--- config.mk ---
export PLATFORM = sky130hd
export DESIGN_NAME = mh2s_fifo
export DESIGN_NICKNAME = d
export VERILOG_FILES = /design/src/hw/rtl/mh2s_pkg.sv /design/src/hw/rtl/mh2s_fifo.sv
export VERILOG_INCLUDE_DIRS = /design/src /design/src/hw/rtl
export SDC_FILE = /design/constraint.sdc
export NUM_CORES = 1
export LEC_CHECK = 0
export BUFFER_PORTS_ARGS = -buffer_cell sky130_fd_sc_hd__buf_4
export CAP_MARGIN = 0
export CORE_UTILIZATION = 39
export DETAILED_ROUTE_END_ITERATION = 12
export MAX_ROUTING_LAYER = met4
export PLACE_DENSITY_LB_ADDON = 0.1
export SLEW_MARGIN = 20
export SYNTH_ARGS = -nofsm -noshare
export SYNTH_HDL_FRONTEND = slang
export SYNTH_SLANG_ARGS = --single-unit
--- constraint.sdc ---
create_clock -name clock -period 3.25 [get_ports clock]
set_clock_uncertainty 0.15 [all_clocks]
set_input_delay 0.65 -clock clock [delete_from_list [all_inputs] [get_ports clock]]
set_output_delay 0.65 -clock clock [all_outputs]
set_load 0.01 [all_outputs]
--- src/hw/rtl/murmur2_hash32_stream_core_assert.svh ---
// Assertion macros shared by the hash stream core modules.
// Each check samples on the rising clock edge and is off while reset is high.
`ifndef MURMUR2_HASH32_STREAM_CORE_ASSERT_SVH
`define MURMUR2_HASH32_STREAM_CORE_ASSERT_SVH
`ifndef SYNTH
// Plain property that must hold every cycle.
`define MH2S_ASSERT(label, clk, rst, prop) \
   label: assert property (@(posedge clk) disable iff (rst) (prop)) \
      else $error("mh2s assertion failed");
// Same-cycle implication.
`define MH2S_ASSERT_IMPL(label, clk, rst, ante, cons) \
   label: assert property (@(posedge clk) disable iff (rst) (ante) |-> (cons)) \
      else $error("mh2s implication failed");
// Next-cycle implication.
`define MH2S_ASSERT_NEXT(label, clk, rst, ante, cons) \
   label: assert property (@(posedge clk) disable iff (rst) (ante) |=> (cons)) \
      else $error("mh2s next-cycle check failed");
`else
`define MH2S_ASSERT(label, clk, rst, prop)
`define MH2S_ASSERT_IMPL(label, clk, rst, ante, cons)
`define MH2S_ASSERT_NEXT(label, clk, rst, ante, cons)
`endif
`endif

--- src/hw/rtl/mh2s_pkg.sv ---
package mh2s_pkg;

   // Field widths
   localparam int WORD_W = 32;
   localparam int CNT_W  = 3;

   // MurmurHash2 constants
   localparam logic [WORD_W-1:0] MUR_MUL     = 32'h5bd1e995;
   localparam int                MUR_SHIFT   = 24;
   localparam int                FIN_SHIFT_A = 13;
   localparam int                FIN_SHIFT_B = 15;
   localparam logic [WORD_W-1:0] SEED_RESET  = 32'd97;
   localparam logic [CNT_W-1:0]  FULL_BYTES  = 3'd4;

   // Queue between front and back
   localparam int QUEUE_DEPTH = 4;
   localparam int QPTR_W      = $clog2(QUEUE_DEPTH);
   localparam int QCNT_W      = $clog2(QUEUE_DEPTH + 1);

   // Item class decided by the front
   typedef enum logic [1:0] {
      ITEM_EMPTY,
      ITEM_FULL,
      ITEM_TAIL
   } mh2s_kind_type;

   // One queued transaction
   typedef struct packed {
      mh2s_kind_type     kind;
      logic [WORD_W-1:0] operand;    // mixed k for a full word, masked tail otherwise
      logic [CNT_W-1:0]  count;      // clamped byte count, 0 to 4
      logic              first;
      logic              last;
      logic [WORD_W-1:0] total;
   } mh2s_entry_type;

   // Queue status seen by front and back
   typedef struct packed {
      logic empty;
      logic full;
   } mh2s_qstat_type;

   // Low 32 bits of a product with the mixing constant
   function automatic logic [WORD_W-1:0] mur_mul(input logic [WORD_W-1:0] a);
      logic [WORD_W-1:0] p;
      p = a * MUR_MUL;
      return p;
   endfunction

endpackage

--- src/hw/rtl/mh2s_fifo.sv ---
`include "murmur2_hash32_stream_core_assert.svh"

module mh2s_fifo import mh2s_pkg::*; (
   input  logic           clock,
   input  logic           reset,
   input  logic           push,
   input  mh2s_entry_type push_entry,
   input  logic           pop,
   output mh2s_entry_type head,
   output mh2s_qstat_type q_stat
);

   mh2s_entry_type    slot_ff [QUEUE_DEPTH];
   logic [QPTR_W-1:0] wr_ptr_ff, wr_ptr_in;
   logic [QPTR_W-1:0] rd_ptr_ff, rd_ptr_in;
   logic [QCNT_W-1:0] count_ff, count_in;

   assign head         = slot_ff[rd_ptr_ff];
   assign q_stat.empty = (count_ff == '0);
   assign q_stat.full  = (count_ff == QCNT_W'(QUEUE_DEPTH));

   // Pointer and occupancy update
   always_comb begin
      wr_ptr_in = wr_ptr_ff;
      rd_ptr_in = rd_ptr_ff;
      count_in  = count_ff;
      if (push) begin
         wr_ptr_in = (wr_ptr_ff == QPTR_W'(QUEUE_DEPTH - 1)) ? '0 : wr_ptr_ff + 1'b1;
      end
      if (pop) begin
         rd_ptr_in = (rd_ptr_ff == QPTR_W'(QUEUE_DEPTH - 1)) ? '0 : rd_ptr_ff + 1'b1;
      end
      if (push && !pop) begin
         count_in = count_ff + 1'b1;
      end else if (pop && !push) begin
         count_in = count_ff - 1'b1;
      end
   end

   always_ff @(posedge clock) begin
      if (reset) begin
         wr_ptr_ff <= '0;
         rd_ptr_ff <= '0;
         count_ff  <= '0;
      end else begin
         wr_ptr_ff <= wr_ptr_in;
         rd_ptr_ff <= rd_ptr_in;
         count_ff  <= count_in;
      end
      if (push) begin
         slot_ff[wr_ptr_ff] <= push_entry;
      end
   end

   `MH2S_ASSERT_IMPL(a_no_push_full, clock, reset, push, !q_stat.full)
   `MH2S_ASSERT_IMPL(a_no_pop_empty, clock, reset, pop, !q_stat.empty)
   `MH2S_ASSERT(a_count_bound, clock, reset, count_ff <= QCNT_W'(QUEUE_DEPTH))

endmodule

==> results.toml, run 1 <==
[outcome]
status = "complete, no violations"

[flow_run]
max_cap_violations = 0

[layout]
final_instance_area_mm2 = 0.0131
nets = 669
ratio_of_cells_with_drive_above_1_in_the_final_layout_pct = 44.1
multi_input_combinational_cell_area_mm2 = 0.00186
regArea_mm2 = 0.00872
final.fill_count = 2227
most-common-layout-cells = "284 x edfxtp_1, 149 x buf_4, 70 x mux4_2"
layout_commonest_cell = "edfxtp_1"
flow.area_growth_from_synthesis_pct = 22.1
final_cell_count_no_fill = 949
fraction_of_the_core_area_covered_by_cells_at_the_end_of_the_flow_pct = 48.6
antenna_cells = 0

[die]
dieHeight_um = 168
site_rows = 60
design.die.area_mm2 = 0.0283
design.portCount = 148
start_util_pct = 39.8
die_width_um = 168
area_of_the_core_mm2 = 0.0270

[clock_network]
cts_hold_repair.buffers = 0
cts_num_sinks = 293
cell_at_the_root_of_the_clock_tree = "clkbuf_16"
cts_setup_buffers = 0
worst_setup_hold_path_clk_slew_ns = 0.06
tritoncts_clock_tree = "yes"
post_cts_resize_count = 0
clkLatencyLatePin_ns = 0.53
cts-buffers-inserted = 30
number_of_h_tree_levels = 1
cts-root-to-sink-buffers = 3

[drt]
routed_wire_length_per_instance_um = 21.2
via_per_inst = 5.10
wirelength_mm = 20.1
route.antenna.remaining_nets = 0
drt_iter0_drc = 318
drt_first_pass_iters = 5
drc_errors = 0
dr_total_vias = 4842

[global_route]
grt_max_degree = 46
antenna_violations_before_repair = 0
grt_use_total_pct = 15.1
first_global_vias = 5243
grt_pass1_wl_mm = 31.1
overflow = 0

[synth]
synth-main-ff-cell = "edfxtp_1"
synthesis.yosys.warnings = 0
synth.yosys.seq_area_share_pct = 80.9
synth-async-reset-ratio_pct = 0
net_count_after_synthesis = 497
synth_largest_type_area_fraction_pct = 79.2
synth_enable_flop_cells = 284
ys_seq_elements = 293
netlist_instances = 415
synth_area_per_cell_um2 = 25.9
netlist.top_cell.by_area = "edfxtp_1"
synth_area_leaders = "edfxtp_1 79%, mux4_2 15%, dfxtp_1 1.7%"
yosysUniqueCellTypes = 20
synthesis.area_mm2 = 0.0108

[sta]
period_minus_slack_ns = 3.01
slew_viol_final = 0
max_frequency_ghz = 0.332
rsz0062_at_grt = "false"
setup_viol_count_final = 0
post-route-period-util_pct = 92.8
slew-limit-headroom_pct = 66.9
post_route_setup_tns_ns = 0
worst-slew-pin-transition_ns = 0.497
final_number_of_hold_violating_endpoints = 0

[setup_path]
setup.worst_path.start_class = "flip-flop"
required_ns = 2.45
critical_path_peak_fanout = 20
crit_chain = "buf_4 > mux4_2 > buf_4"
critical-path-max-stage-delay_ns = 0.62
crit_path_end_kind = "output port"
crit_path_buffers_inverters = 2
critical_path_class = "flip-flop to output port"
timing.critical_path.max_delay_family = "flip-flops"
critical_path.slowest_cell = "dfxtp_4"
critical_path.most_common_cell = "buf_4"
worstPathArrival_ns = 2.21

[power_and_ir_drop]
power_density_mw_per_mm2 = 623
power.leakage_uw = 0.00442
fin_total_pwr_uw = 8190
max-vdd-ir-drop_mv = 0.426

[placement]
placed_area_mm2 = 0.0123
placed_cells_incl_taps = 896
io_buffers = 147
detailedPlacementHpwl_mm = 11.8
globalplace.congestion = 0.685

[hold_path]
holdCritPathClass = "input port to flip-flop"
-- kinds of logic after synthesis --
kind of cell / synth area share (%)
AO/OA/AOI/OAI: 0.139
adder cells (fa/ha/maj): 0.884
multiplexers: 15.3
XOR/XNOR: 0.163
buffers and inverters: 1.91
flip-flops: 80.9
AND/OR/NAND/NOR: 0.721
-- Yosys cell counts, types with 4 or more instances --
master	count
dfxtp_1	9
edfxtp_1	284
inv_1	4
mux2i_1	4
nor2_1	7
buf_2	7
and2_1	4
mux4_2	70
buf_12	7
ha_1	6
-- routing by layer --
metal  vias up  wire length [um]  track usage (%)
met2       129             10300             25.3
met4         0               428             3.60
met5         -                 0                -
met1      2558              8460             19.2
li1       2128                 -                -
met3        27               930             2.91
-- power by group --
part           leakage (uW)  internal (uW)  total [uW]  switching [uW]
clock              0.000422           1720        3010            1290
combinational       0.00131            415         788             373
sequential          0.00268           4330        4390            63.9
-- stage by stage --
| step | setup WS, ns | hold slack, ns |
|---|---|---|
| 2_1_floorplan | 0.351 | 0.310 |
| 3_3_place_gp | 0.730 | 0.326 |
| 3_5_place_dp | 0.745 | 0.352 |
| 4_1_cts | 0.157 | 0.133 |
| 5_1_grt | 0.0779 | 0.138 |
| 6_report | 0.235 | 0.162 |
-- registers in the layout, indices dropped and copies added (netlist names), named ones only --
register	flops
slot_ff	284
wr_ptr_ff	2
rd_ptr_ff	2
count_ff	3
-- final timing paths --
path	from	end	slack, ns	depth (start not counted)
hold / removal	push_entry[29]	slot_ff[1][29]	0.16	1
setup / recovery	flip-flop	head[69]	0.24	3
hold reg to reg	count_ff[2]	count_ff[2]	0.36	2
setup reg to reg	wr_ptr_ff[0]	slot_ff[3][2]	1.35	3
-- final cells by class --
type	instances	area share [%]
flip-flops and latches	293	66.3
multi-input cells	102	14.1
repair buffers	156	9.58
clock buffers	37	6.07
well taps	341	3.25
clock inverters	16	0.524
inverters	4	0.114
(Power assumes the default switching activity.)
==> run 2: changes to the inputs <==
--- a/config.mk
+++ b/config.mk
@@ -8,6 +8,8 @@
 export LEC_CHECK = 0
 export BUFFER_PORTS_ARGS = -buffer_cell sky130_fd_sc_hd__buf_4
 export CAP_MARGIN = 0
+export CELL_PAD_IN_SITES_DETAIL_PLACEMENT = 0
+export CELL_PAD_IN_SITES_GLOBAL_PLACEMENT = 1
 export CORE_UTILIZATION = 39
 export DETAILED_ROUTE_END_ITERATION = 12
 export MAX_ROUTING_LAYER = met4
==> run 2 against run 1 <==
Compared with the run above: first-iteration DRC count down 23%; largest cell class unchanged; highest routed layer unchanged; critical path type unchanged; flip-flop and latch count is the same; global-route usage shrank 0.22 points; largest power group unchanged; setup slack gained 0.10 ns; design area up 0.32%; die area is the same.
==> results.toml, run 2 (synthesized netlist as in run 1, its figures left out) <==
[die]
area_of_the_core_mm2 = 0.0270
start_util_pct = 39.8
design.die.area_mm2 = 0.0283
dieHeight_um = 168
die_width_um = 168
design.portCount = 148
site_rows = 60

[global_route]
overflow = 0
grt_use_total_pct = 14.9
grt_max_degree = 48
first_global_vias = 5234
grt_pass1_wl_mm = 30.4
antenna_violations_before_repair = 0

[flow_run]
max_cap_violations = 0

[setup_path]
setup.worst_path.start_class = "flip-flop"
crit_path_end_kind = "output port"
required_ns = 2.45
worstPathArrival_ns = 2.11
critical_path_peak_fanout = 24
critical_path_class = "flip-flop to output port"

[drt]
top_layer_used = "met4"
wirelength_mm = 20.2
via_per_inst = 5.00
route.antenna.remaining_nets = 0
drt_iter0_drc = 245
routed_wire_length_per_instance_um = 21.2
routed-wl-met2_mm = 9.79
drt_first_pass_iters = 4
dr_total_vias = 4748
drc_errors = 0
wl_met1_mm = 8.75
route.met3.wl_mm = 1.31

[placement]
globalplace.congestion = 0.709
placed_cells_incl_taps = 897
detailedPlacementHpwl_mm = 11.5
io_buffers = 147

[layout]
final_cell_count_no_fill = 949
most-common-layout-cells = "284 x edfxtp_1, 151 x buf_4, 70 x mux4_2"
register_containing_the_most_flip_flops_in_the_final_layout = "slot_ff"
reg_top3 = "slot_ff: 284 flops, count_ff: 3 flops"
flow.area_growth_from_synthesis_pct = 22.5
nets = 670
layout_commonest_cell = "edfxtp_1"
ratio_of_cells_with_drive_above_1_in_the_final_layout_pct = 44.4
fraction_of_the_core_area_covered_by_cells_at_the_end_of_the_flow_pct = 48.8
final.fill_count = 2201
antenna_cells = 0
largest_register_ffs = 284

[sta]
post_route_setup_tns_ns = 0
worst-slew-pin-transition_ns = 0.583
final_number_of_hold_violating_endpoints = 0
slew-limit-headroom_pct = 61.1
setup_viol_count_final = 0
post-route-period-util_pct = 89.6
slew_viol_final = 0
max_frequency_ghz = 0.343
rsz0062_at_grt = "false"
period_minus_slack_ns = 2.91

[power_and_ir_drop]
power_density_mw_per_mm2 = 634
fin_total_pwr_uw = 8360
max-vdd-ir-drop_mv = 0.398
power.leakage_uw = 0.00444

[clock_network]
cts_setup_buffers = 0
tritoncts_clock_tree = "yes"
clkLatencyLatePin_ns = 0.53
worst_setup_hold_path_clk_slew_ns = 0.06
number_of_h_tree_levels = 1
cts-buffers-inserted = 30
cts_hold_repair.buffers = 0
cts-root-to-sink-buffers = 3
cts_num_sinks = 293
post_cts_resize_count = 0
cell_at_the_root_of_the_clock_tree = "clkbuf_16"

[outcome]
status = "complete, no violations"

[hold_path]
holdCritPathClass = "input port to flip-flop"
==> run 2: cell types whose count changed in the layout (fill, tap and decap cells not counted) <==
| cell | delta |
|---|---|
| buf_12 | -1 |
| clkbuf_1 | +2 |
| clkinv_1 | -4 |
| clkinv_2 | -1 |
| bufinv_16 | +2 |
| buf_4 | +2 |
==> run 2: cell type report <==
| cell class | count | area (um^2) | area share (%) |
|---|---|---|---|
| tap | 341 | 427 | 3.24 |
| timing repair buffer | 157 | 1250 | 9.51 |
| clock inverter | 13 | 109 | 0.826 |
| clock buffer | 39 | 806 | 6.11 |
| multi-input combinational | 102 | 1860 | 14.1 |
| sequential | 293 | 8720 | 66.1 |
| inverter | 4 | 15.0 | 0.114 |
==> run 2: layer usage <==
metal	global-route usage, %	vias up
li1	-	2120
met1	19.1	2474
met2	23.9	123
met3	3.93	31
met5	-	-
met4	3.60	0
==> run 2: worst max-delay path, cell delays in order (launching register included) <==
cell and delay [ns]:
dfxtp_4 0.35, buf_4 0.43, mux4_1 0.62, buf_4 0.16
==> run 2: path summary, 6_finish.rpt <==
| path | start | endpoint | slack (ns) | depth (start not counted) |
|---|---|---|---|---|
| min | push_entry[1] | slot_ff[1][1] | 0.16 | 1 |
| min reg2reg | count_ff[2] | count_ff[2] | 0.37 | 2 |
| max | flip-flop | head[51] | 0.34 | 3 |
| max reg2reg | wr_ptr_ff[0] | slot_ff[2][57] | 1.34 | 4 |
==> run 2: per-stage QoR <==
stage          hold slack [ns]  cell area (um^2)  worst slack [ns]
6_report                 0.163             13200             0.338
5_1_grt                  0.131             13200             0.187
2_1_floorplan            0.310             10800             0.351
4_1_cts                  0.135             13200             0.260
3_5_place_dp             0.361             12300             0.845
3_3_place_gp             0.331             12300             0.857
==> run 2: report_power, final <==
part	total (uW)	internal (uW)	switching [uW]	leakage [uW]
clock	3180	1880	1300	0.000443
sequential	4380	4330	51.8	0.00268
combinational	797	413	384	0.00131
total	8360	6620	1740	0.00444
==> run 3: changes to the inputs <==
--- a/config.mk
+++ b/config.mk
@@ -7,9 +7,9 @@
 export NUM_CORES = 1
 export LEC_CHECK = 0
 export BUFFER_PORTS_ARGS = -buffer_cell sky130_fd_sc_hd__buf_4
-export CAP_MARGIN = 0
 export CELL_PAD_IN_SITES_DETAIL_PLACEMENT = 0
 export CELL_PAD_IN_SITES_GLOBAL_PLACEMENT = 1
+export CORE_ASPECT_RATIO = 2
 export CORE_UTILIZATION = 39
 export DETAILED_ROUTE_END_ITERATION = 12
 export MAX_ROUTING_LAYER = met4
==> run 3 against run 2 <==
Compared with the run above: worst hold slack gained 0.0081 ns; maximum frequency shrank 3.4%; die area grew 0.14%; sequential share of layout area grew 0.54 points; power shrank 3.9%.
==> results.toml, run 3 (synthesized netlist as in run 1, its figures left out) <==
[outcome]
status = "complete, no violations"

[placement]
placed_cells_incl_taps = 905
detailedPlacementHpwl_mm = 12.5
globalplace.congestion = 0.681
placed_area_mm2 = 0.0123
io_buffers = 147
post-place-ws_ns = 0.702

[power_and_ir_drop]
p_sw_uw = 1720
max-vdd-ir-drop_mv = 0.368
internal-power_uw = 6320
power.share.clock_pct = 35.5
power_density_mw_per_mm2 = 614
power.sequential.fraction_pct = 54.6
power_switching_share_pct = 21.4
comb_power_share_pct = 9.8
power.leakage_uw = 0.00439

[die]
design.portCount = 148
site_rows = 85
start_util_pct = 39.8
area_of_the_core_mm2 = 0.0270
design.die.area_mm2 = 0.0283
dieHeight_um = 237
die_width_um = 119

[clock_network]
post_cts_resize_count = 0
worst_setup_hold_path_clk_slew_ns = 0.07
clkLatencyLatePin_ns = 0.52
cts_setup_buffers = 0
tritoncts_clock_tree = "yes"
cts-buffers-inserted = 25
cell_at_the_root_of_the_clock_tree = "clkbuf_16"
cts_num_sinks = 293
cts_hold_repair.buffers = 0
number_of_h_tree_levels = 1
cts-root-to-sink-buffers = 3

[setup_path]
worst-path-stages = 3
critical_path_class = "flip-flop to output port"
critical_path.slowest_cell = "dfxtp_4"
worst_r2r_path_depth = 3
worstPathArrival_ns = 2.21
crit-reg2reg-capture = "slot_ff[3][63]"
setup.worst_path.start_class = "flip-flop"
setup.worst_path.end = "head[0]"
crit_path_buffers_inverters = 2
critical_path_peak_fanout = 25
crit_chain = "buf_12 > mux4_2 > buf_4"
timing.critical_path.max_delay_family = "flip-flops"
rrSetupSlack_ns = 1.30
critical-path-max-stage-delay_ns = 0.64
crit_path_end_kind = "output port"
required_ns = 2.45
reg2reg_from = "wr_ptr_ff[0]"

[layout]
most-common-layout-cells = "284 x edfxtp_1, 151 x buf_4, 70 x mux4_2"
largest_register_ffs = 284
final_cell_count_no_fill = 950
layout_commonest_cell = "edfxtp_1"
flow.area_growth_from_synthesis_pct = 21.5
ratio_of_cells_with_drive_above_1_in_the_final_layout_pct = 45.1
nets = 666
reg_top3 = "slot_ff: 284 flops, count_ff: 3 flops"
fraction_of_the_core_area_covered_by_cells_at_the_end_of_the_flow_pct = 48.4
register_containing_the_most_flip_flops_in_the_final_layout = "slot_ff"
final_instance_area_mm2 = 0.0131

[sta]
slew_viol_final = 0
post-route-period-util_pct = 92.7
post_route_setup_tns_ns = 0
rsz0062_at_grt = "false"
max_frequency_ghz = 0.332
worst-slew-pin-transition_ns = 0.539
final_number_of_hold_violating_endpoints = 0
slew-limit-headroom_pct = 64.0
period_minus_slack_ns = 3.01
layout_setup_ws_ns = 0.237
setup_viol_count_final = 0

[global_route]
grt_use_total_pct = 15.5
overflow = 0
first_global_vias = 5291
grt_max_degree = 41
grt_pass1_wl_mm = 31.4
antenna_violations_before_repair = 1

[hold_path]
holdCritPathClass = "input port to flip-flop"
min-delay-start = "push_entry[11]"

[drt]
drc_errors = 0
drt_first_pass_iters = 4
via_per_inst = 5.03
routed_wire_length_per_instance_um = 21.8
route.antenna.remaining_nets = 0
wirelength_mm = 20.7
dr_total_vias = 4780
drt_iter0_drc = 302

[flow_run]
max_cap_violations = 0
run 3: worst min-delay path by stage:
stage | endpoint | slack [ns] | cells past startpoint
global route | slot_ff[0][60] | 0.15 | 1
floorplan | count_ff[2] | 0.31 | 2
finish | slot_ff[0][11] | 0.17 | 1
global placement | count_ff[2] | 0.33 | 2
CTS | slot_ff[0][60] | 0.15 | 1
detailed placement | count_ff[2] | 0.36 | 2
run 3: area by class of cell:
cell class	count	area, um^2
repair buffers	158	1270
clock inverters	15	135
diodes	1	2.50
inverters	4	15.0
well taps	348	435
multi-input cells	102	1860
flip-flops and latches	293	8720
fillers	2269	13900
clock buffers	29	641
run 3: per-layer routing:
metal | routed length (um) | track usage, % | up-vias
li1 | - | - | 2113
met1 | 7670 | 17.2 | 2502
met2 | 11400 | 27.4 | 126
met3 | 1080 | 2.82 | 39
met4 | 537 | 5.80 | 0
met5 | 0 | - | -
run 3: power groups by stage:
stage	registers, uW	clock network, uW	logic (uW)
2_1_floorplan	4440	0	433
3_3_place_gp	4470	0	805
3_5_place_dp	4480	0	816
4_1_cts	4390	2940	818
5_1_grt	4400	3080	856
6_report	4390	2860	791
run 3: stage by stage:
stage	total power, uW	hold slack (ns)
3_3_place_gp	5270	0.335
2_1_floorplan	4880	0.310
4_1_cts	8150	0.145
5_1_grt	8330	0.148
6_report	8030	0.171
3_5_place_dp	5290	0.364
